**config.mk**
```make
export PLATFORM = sky130hd
export DESIGN_NAME = mme_mac
export DESIGN_NICKNAME = d
export VERILOG_FILES = /design/src/hdl/mme_pkg.sv /design/src/hdl/mme_mac.sv
export SDC_FILE = /design/constraint.sdc
export NUM_CORES = 1
export LEC_CHECK = 0
export ABC_CLOCK_PERIOD_IN_PS = 14800
export BUFFER_PORTS_ARGS = -buffer_cell sky130_fd_sc_hd__buf_2
export CAP_MARGIN = 30
export CORE_AREA = 2 2 205 207
export CTS_CLUSTER_DIAMETER = 80
export DETAILED_ROUTE_END_ITERATION = 8
export DIE_AREA = 0 0 207 209
export GPL_TIMING_DRIVEN = 1
export PLACE_DENSITY_LB_ADDON = 0.15
export SLEW_MARGIN = 5
export SYNTH_ARGS = -nofsm -noshare
export SYNTH_HDL_FRONTEND = slang
export SYNTH_SLANG_ARGS = --single-unit
```
**constraint.sdc**
```tcl
create_clock -name i_clk -period 14.8 [get_ports i_clk]
set_input_delay 1.48 -clock i_clk [delete_from_list [all_inputs] [get_ports i_clk]]
set_output_delay 1.48 -clock i_clk [all_outputs]
set_load 0.02 [all_outputs]
```
**src/hdl/mme_pkg.sv**
```systemverilog
// Package for the matrix multiply engine: field widths, command codes,
// and the control struct of the multiply-accumulate unit. No dependencies.
`timescale 1ns / 1ps

package mme_pkg;

    // Field widths
    localparam int SIZE_W       = 5;
    localparam int IDX_W        = 4;
    localparam int ELEM_W       = 16;
    localparam int MUL_W        = 2 * ELEM_W;
    localparam int PROD_W       = 48;
    localparam int CMD_W        = 2;
    localparam int IN_TDATA_W   = 24;
    localparam int OUT_TDATA_W  = 56;

    // Active size after reset
    localparam logic [SIZE_W-1:0] SIZE_RESET = 5'd16;

    // Command codes carried on the input tuser
    typedef enum logic [CMD_W-1:0] {
        CMD_LOAD_A = 2'd0,
        CMD_LOAD_B = 2'd1,
        CMD_READ_C = 2'd2
    } t_cmd;

    // Control of the shared multiply-accumulate unit
    typedef struct packed {
        logic clear;
        logic enable;
    } t_mac_ctl;

endpackage

```
**src/hdl/mme_mac.sv**
```systemverilog
// Shared multiply-accumulate unit: one signed Q8.8 product per enabled cycle
// into a 48-bit Q32.16 accumulator. Depends on mme_pkg.
`timescale 1ns / 1ps

module mme_mac (
    input  logic                                   i_clk,
    input  mme_pkg::t_mac_ctl                      i_ctl,
    input  logic signed [mme_pkg::ELEM_W-1:0]      i_a,
    input  logic signed [mme_pkg::ELEM_W-1:0]      i_b,
    output logic signed [mme_pkg::PROD_W-1:0]      o_acc
);

    logic signed [mme_pkg::MUL_W-1:0]  w_mul;
    logic signed [mme_pkg::PROD_W-1:0] r_acc;
    logic signed [mme_pkg::PROD_W-1:0] n_acc;

    assign w_mul = i_a * i_b;

    // Clear at the start of a dot product, add one term per enabled cycle
    always_comb begin
        n_acc = r_acc;
        if (i_ctl.clear) begin
            n_acc = '0;
        end else if (i_ctl.enable) begin
            n_acc = r_acc + mme_pkg::PROD_W'(w_mul);
        end
    end

    always_ff @(posedge i_clk) begin
        r_acc <= n_acc;
    end

    assign o_acc = r_acc;

endmodule

```
Word-level counts from Yosys, hierarchy flattened --
Index checks and enable logic that the tools add are counted.
Word-level totals: register bits 48, bits of input ports 35, output and inout bits 48, logic and storage cells 3
Cells by class: add/subtract/negate cells 1, $mul 1
Operator list (count):
- adder 48 x 32 -> 48 bit | 1
- multiplier 16 x 16 -> 32 bit | 1

Depth between registers and ports, before layout --
depth after elaboration 2, mapped depth 25, depth with buffers taken out 24

Least setup slack after synthesis --
OpenSTA, ideal clock, no wires.
path type input -> register, from input port i_a[15] in the netlist's numbering, to register r_acc (netlist bit o_acc[46]), setup time 0.082 ns, arrival time 7.827 ns, required time 14.718 ns, slack 6.891 ns, cell stages on the path 25, buffers on the path 1, cell sequence clkbuf_1 nand2_1 inv_1 fa_1 inv_1 fa_1 inv_1 fa_1 inv_1 fa_1 inv_1 fa_1 inv_1 fa_1 inv_1 ha_1 a21o_1 a21o_1 a21oi_1 o21ai_0 nand3_1 o211ai_1 or2_4 a2111o_1 o221ai_1
Between the ends: word-level cells in the longest chain between the ends 2
RTL lines:
- from (decl) | RTL line mme_mac.sv:8 | input logic signed [mme_pkg::ELEM_W-1:0] i_a,
- multiplier 16 x 16 -> 32 bit | RTL line mme_mac.sv:17 | assign w_mul = i_a * i_b;
- adder 48 x 32 -> 48 bit | RTL line mme_mac.sv:25 | n_acc = r_acc + mme_pkg::PROD_W'(w_mul);
- to (signal assigned) | RTL line mme_mac.sv:30 | r_acc <= n_acc;
- to (decl) | RTL line mme_mac.sv:14 | logic signed [mme_pkg::PROD_W-1:0] r_acc;
No other way between the ends. A chain may end at the register's enable or synchronous reset.

Worst setup path in the final report --
from input port i_b[1] in the netlist's numbering, to register r_acc (netlist bit o_acc[41])
Between the ends: word-level cells in the longest chain between the ends 2
RTL lines:
- from (decl) | RTL line mme_mac.sv:9 | input logic signed [mme_pkg::ELEM_W-1:0] i_b,
- multiplier 16 x 16 -> 32 bit | RTL line mme_mac.sv:17
- adder 48 x 32 -> 48 bit | RTL line mme_mac.sv:25
No other way between the ends.

==> flow_metrics.env <==
export IMPL_status="completed"
export IMPL_grt_max_degree=55
export IMPL_pre_cts_slack_ps=6070
export IMPL_start_kind="input port"
export IMPL_max_clock_freq_mhz=120
export IMPL_clk_path_buf_depth=2
export IMPL_die_height_um=209
export IMPL_drive_gt1_share_pct=6.65
export IMPL_drt_iter0_drc=448
export IMPL_ys_ff_latch=48
export IMPL_wl_per_cell_um=17.7
export IMPL_crit_arrival_ps=8580
export IMPL_drv_slew=0
export IMPL_hp_class="flip-flop to flip-flop"
export IMPL_path_clk_slew_ps=80
export IMPL_diodes=0
export IMPL_vias=10900
export IMPL_area_delta_synth_final_pct=7.20
export IMPL_track_usage_pct=19.9
export IMPL_register_area_sq_um=961
export IMPL_antenna_found_initial=0
export IMPL_cp_end_kind="flip-flop"
export IMPL_cts_max_level=2
export IMPL_synth_nets=2202
export IMPL_ios=83
export IMPL_fillers=4220
export IMPL_ys_types=62
export IMPL_avgSynthCellArea_sq_um=9.22
export IMPL_multi_input_area_sq_um=12700
export IMPL_syn_inst=1674
export IMPL_final_nets=2242
export IMPL_finalHoldViolCount=0
export IMPL_setup_violations=0
export IMPL_drv_cap=0
export IMPL_cts_sinks=48
export IMPL_insertion_delay_ps=320
export IMPL_required_ps=15030
export IMPL_numCtsBuffers=5
export IMPL_gp_congestion=0.871
export IMPL_path_cells="buf_2 > nand2_1 > inv_1 > fa_2 > inv_1 > fa_1 > inv_1 > fa_1 > inv_1 > fa_1 > inv_1 > fa_1 > inv_1 > fa_1 > inv_1 > ha_1 > a21o_1 > a21o_1 > a21o_1 > a221o_1 > nor3_1 > a21oi_1 > o21a_1 > o32ai_1"
export IMPL_timing_final_ws_setup_ps=6440
export IMPL_ys_warn_count=0
export IMPL_postCtsResizedCells=0
export IMPL_synth_ff_type="dfxtp_1"
export IMPL_cts_tree="done"
export IMPL_rsz0062_at_grt="no"
export IMPL_tightest_slew_ps=700
export IMPL_relSlewSlack_pct=53.2
export IMPL_clock_skew_ps=10.3
export IMPL_cpPeakStageDelay_ps=700
export IMPL_ant_nets=0
export IMPL_drcViolationCount=0
export IMPL_cp_common_cell="inv_1"
export IMPL_fp_row_count=75
export IMPL_post_cts_buffers=0
export IMPL_initial_core_util_pct=37.4
export IMPL_dp_hpwl_mm=34.0
export IMPL_viasPerCell=4.84
export IMPL_die_w_um=207
export IMPL_place_port_buffers=82
export IMPL_yosysSeqAreaShare_pct=6.23
export IMPL_synth_cell_area_sq_um=15400
export IMPL_grt_pass1_wl_mm=68.0
export IMPL_crit_fanout=16
export IMPL_synth_edf_count=0
export IMPL_wirelength_mm=39.9
export IMPL_finalSetupTns_ps=0
export IMPL_grt_pass1_vias=12200
export IMPL_largest_reg_flops=48
export IMPL_postCtsHoldBufs=0
export IMPL_async_flop_share_pct=0
export IMPL_first_pass_iters=5
export IMPL_grt_overflow_total=0
export IMPL_crit_type="input port to flip-flop"
export IMPL_finalCriticalPeriod_ps=8360
export IMPL_root_buffer="clkbuf_16"
export IMPL_critPathSlowestCell="fa_1"
export IMPL_die_area_sq_um=43300
export IMPL_fin_crit_sh_pct=56.5
export IMPL_core_area_sq_um=41300
==> cell usage after synthesis (5+ instances only) <==
cell / n / area (sq um)
nand4_1: 7 / 43.8
a21oi_1: 60 / 300
ha_1: 131 / 1640
or3_1: 5 / 31.3
clkbuf_1: 46 / 173
o21a_1: 7 / 52.6
nand2b_1: 12 / 75.1
o21ai_0: 21 / 105
fa_1: 362 / 7250
dfxtp_1: 48 / 961
nor2_1: 65 / 244
inv_1: 413 / 1550
o211ai_1: 6 / 45.0
mux2i_1: 19 / 190
nor2b_1: 5 / 31.3
nor3_1: 14 / 70.1
a21o_1: 27 / 203
and2_1: 120 / 751
and3_1: 5 / 31.3
xor2_1: 7 / 61.3
nand2_1: 170 / 638
xnor2_1: 24 / 210
a211oi_1: 8 / 60.1
nand3_1: 11 / 55.1
buf_1: 5 / 18.8
a31oi_1: 5 / 31.3
a21oi_2: 5 / 43.8
nand3b_1: 5 / 37.5
==> layer usage <==
| layer | global-route usage, % | part of all wire [%] | wire length (um) | vias to the layer above |
|---|---|---|---|---|
| li1 | - | - | - | 5151 |
| met1 | 29.2 | 49 | 19500 | 5524 |
| met2 | 31.9 | 46 | 18300 | 193 |
| met3 | 1.88 | 3.6 | 1440 | 35 |
| met4 | 4.48 | 1.6 | 653 | 0 |
| met5 | 0 | 0 | 0 | - |
==> layout make-up <==
| class | instances | share of cell area (%) |
|---|---|---|
| timing repair buffer | 87 | 2.83 |
| inverter | 413 | 9.37 |
| multi-input combinational | 1159 | 76.9 |
| clock inverter | 3 | 0.287 |
| tap | 539 | 4.08 |
| sequential | 48 | 5.81 |
| clock buffer | 5 | 0.756 |
==> metrics by stage <==
stage,hold WS (ps),utilization (%),instance area (sq um),instances
after floorplan,557,-,15400,1674
after global placement,480,39.6,16300,2245
after detailed placement,486,39.7,16400,2246
after CTS,499,40.1,16500,2254
after global routing,548,40.1,16500,2254
final,497,40.1,16500,2254
==> logic make-up (layout without fill, tap and decap cells) <==
group	after synthesis	after routing	share of synthesized area, %
AOI/OAI and AO/OA	186	186	8.31
xor gates and xnor gates	31	31	1.76
adders and majority gates	493	493	57.6
buffers and inverters	467	508	11.4
DFF	48	48	6.23
muxes	19	19	1.23
and+or+nand+nor	430	430	13.5
==> path summary, 6_finish.rpt <==
path | from | end | slack, ps | depth (start not counted)
worst min register to register | o_acc[21] | o_acc[21] | 500 | 2
worst max register to register | o_acc[15] | o_acc[28] | 9130 | 19
worst min-delay path | o_acc[21] | o_acc[21] | 500 | 2
worst max-delay path | i_b[1] | o_acc[41] | 6440 | 24
==> worst max-delay path, delay by kind of cell <==
family	cells	cell delay (ps)
buf+inv	8	1280
simple gates	2	330
compound gates	7	1530
fa+ha+maj	7	3930
==> placed cells by master (no fill, tap or decap), drive strengths merged, types with 3 or more instances in the layout <==
cell     netlist  routed
nand3         11      11
dfxtp         48      48
a211oi        12      12
o211ai         7       7
a311o          4       4
nand2        170     170
or3            5       5
or2            3       3
o21bai         3       3
a31o           3       3
nor2b          5       5
a21o          27      27
xnor2         24      24
and3           5       5
inv          413     413
nor2          65      65
nand3b         5       5
o221ai         3       3
fa           362     362
clkbuf        47       5
nor3          14      14
o21a           7       7
a21oi         65      65
and2         121     121
buf            7      87
nand2b        12      12
nand4          7       7
o2111ai        4       4
a31oi          5       5
mux2i         19      19
xor2           7       7
o21ai         24      24
nor4           3       3
ha           131     131
a21boi         3       3
Power is not shown: default switching activity piles up to over one toggle a cycle in this logic, so the estimate is an artifact.
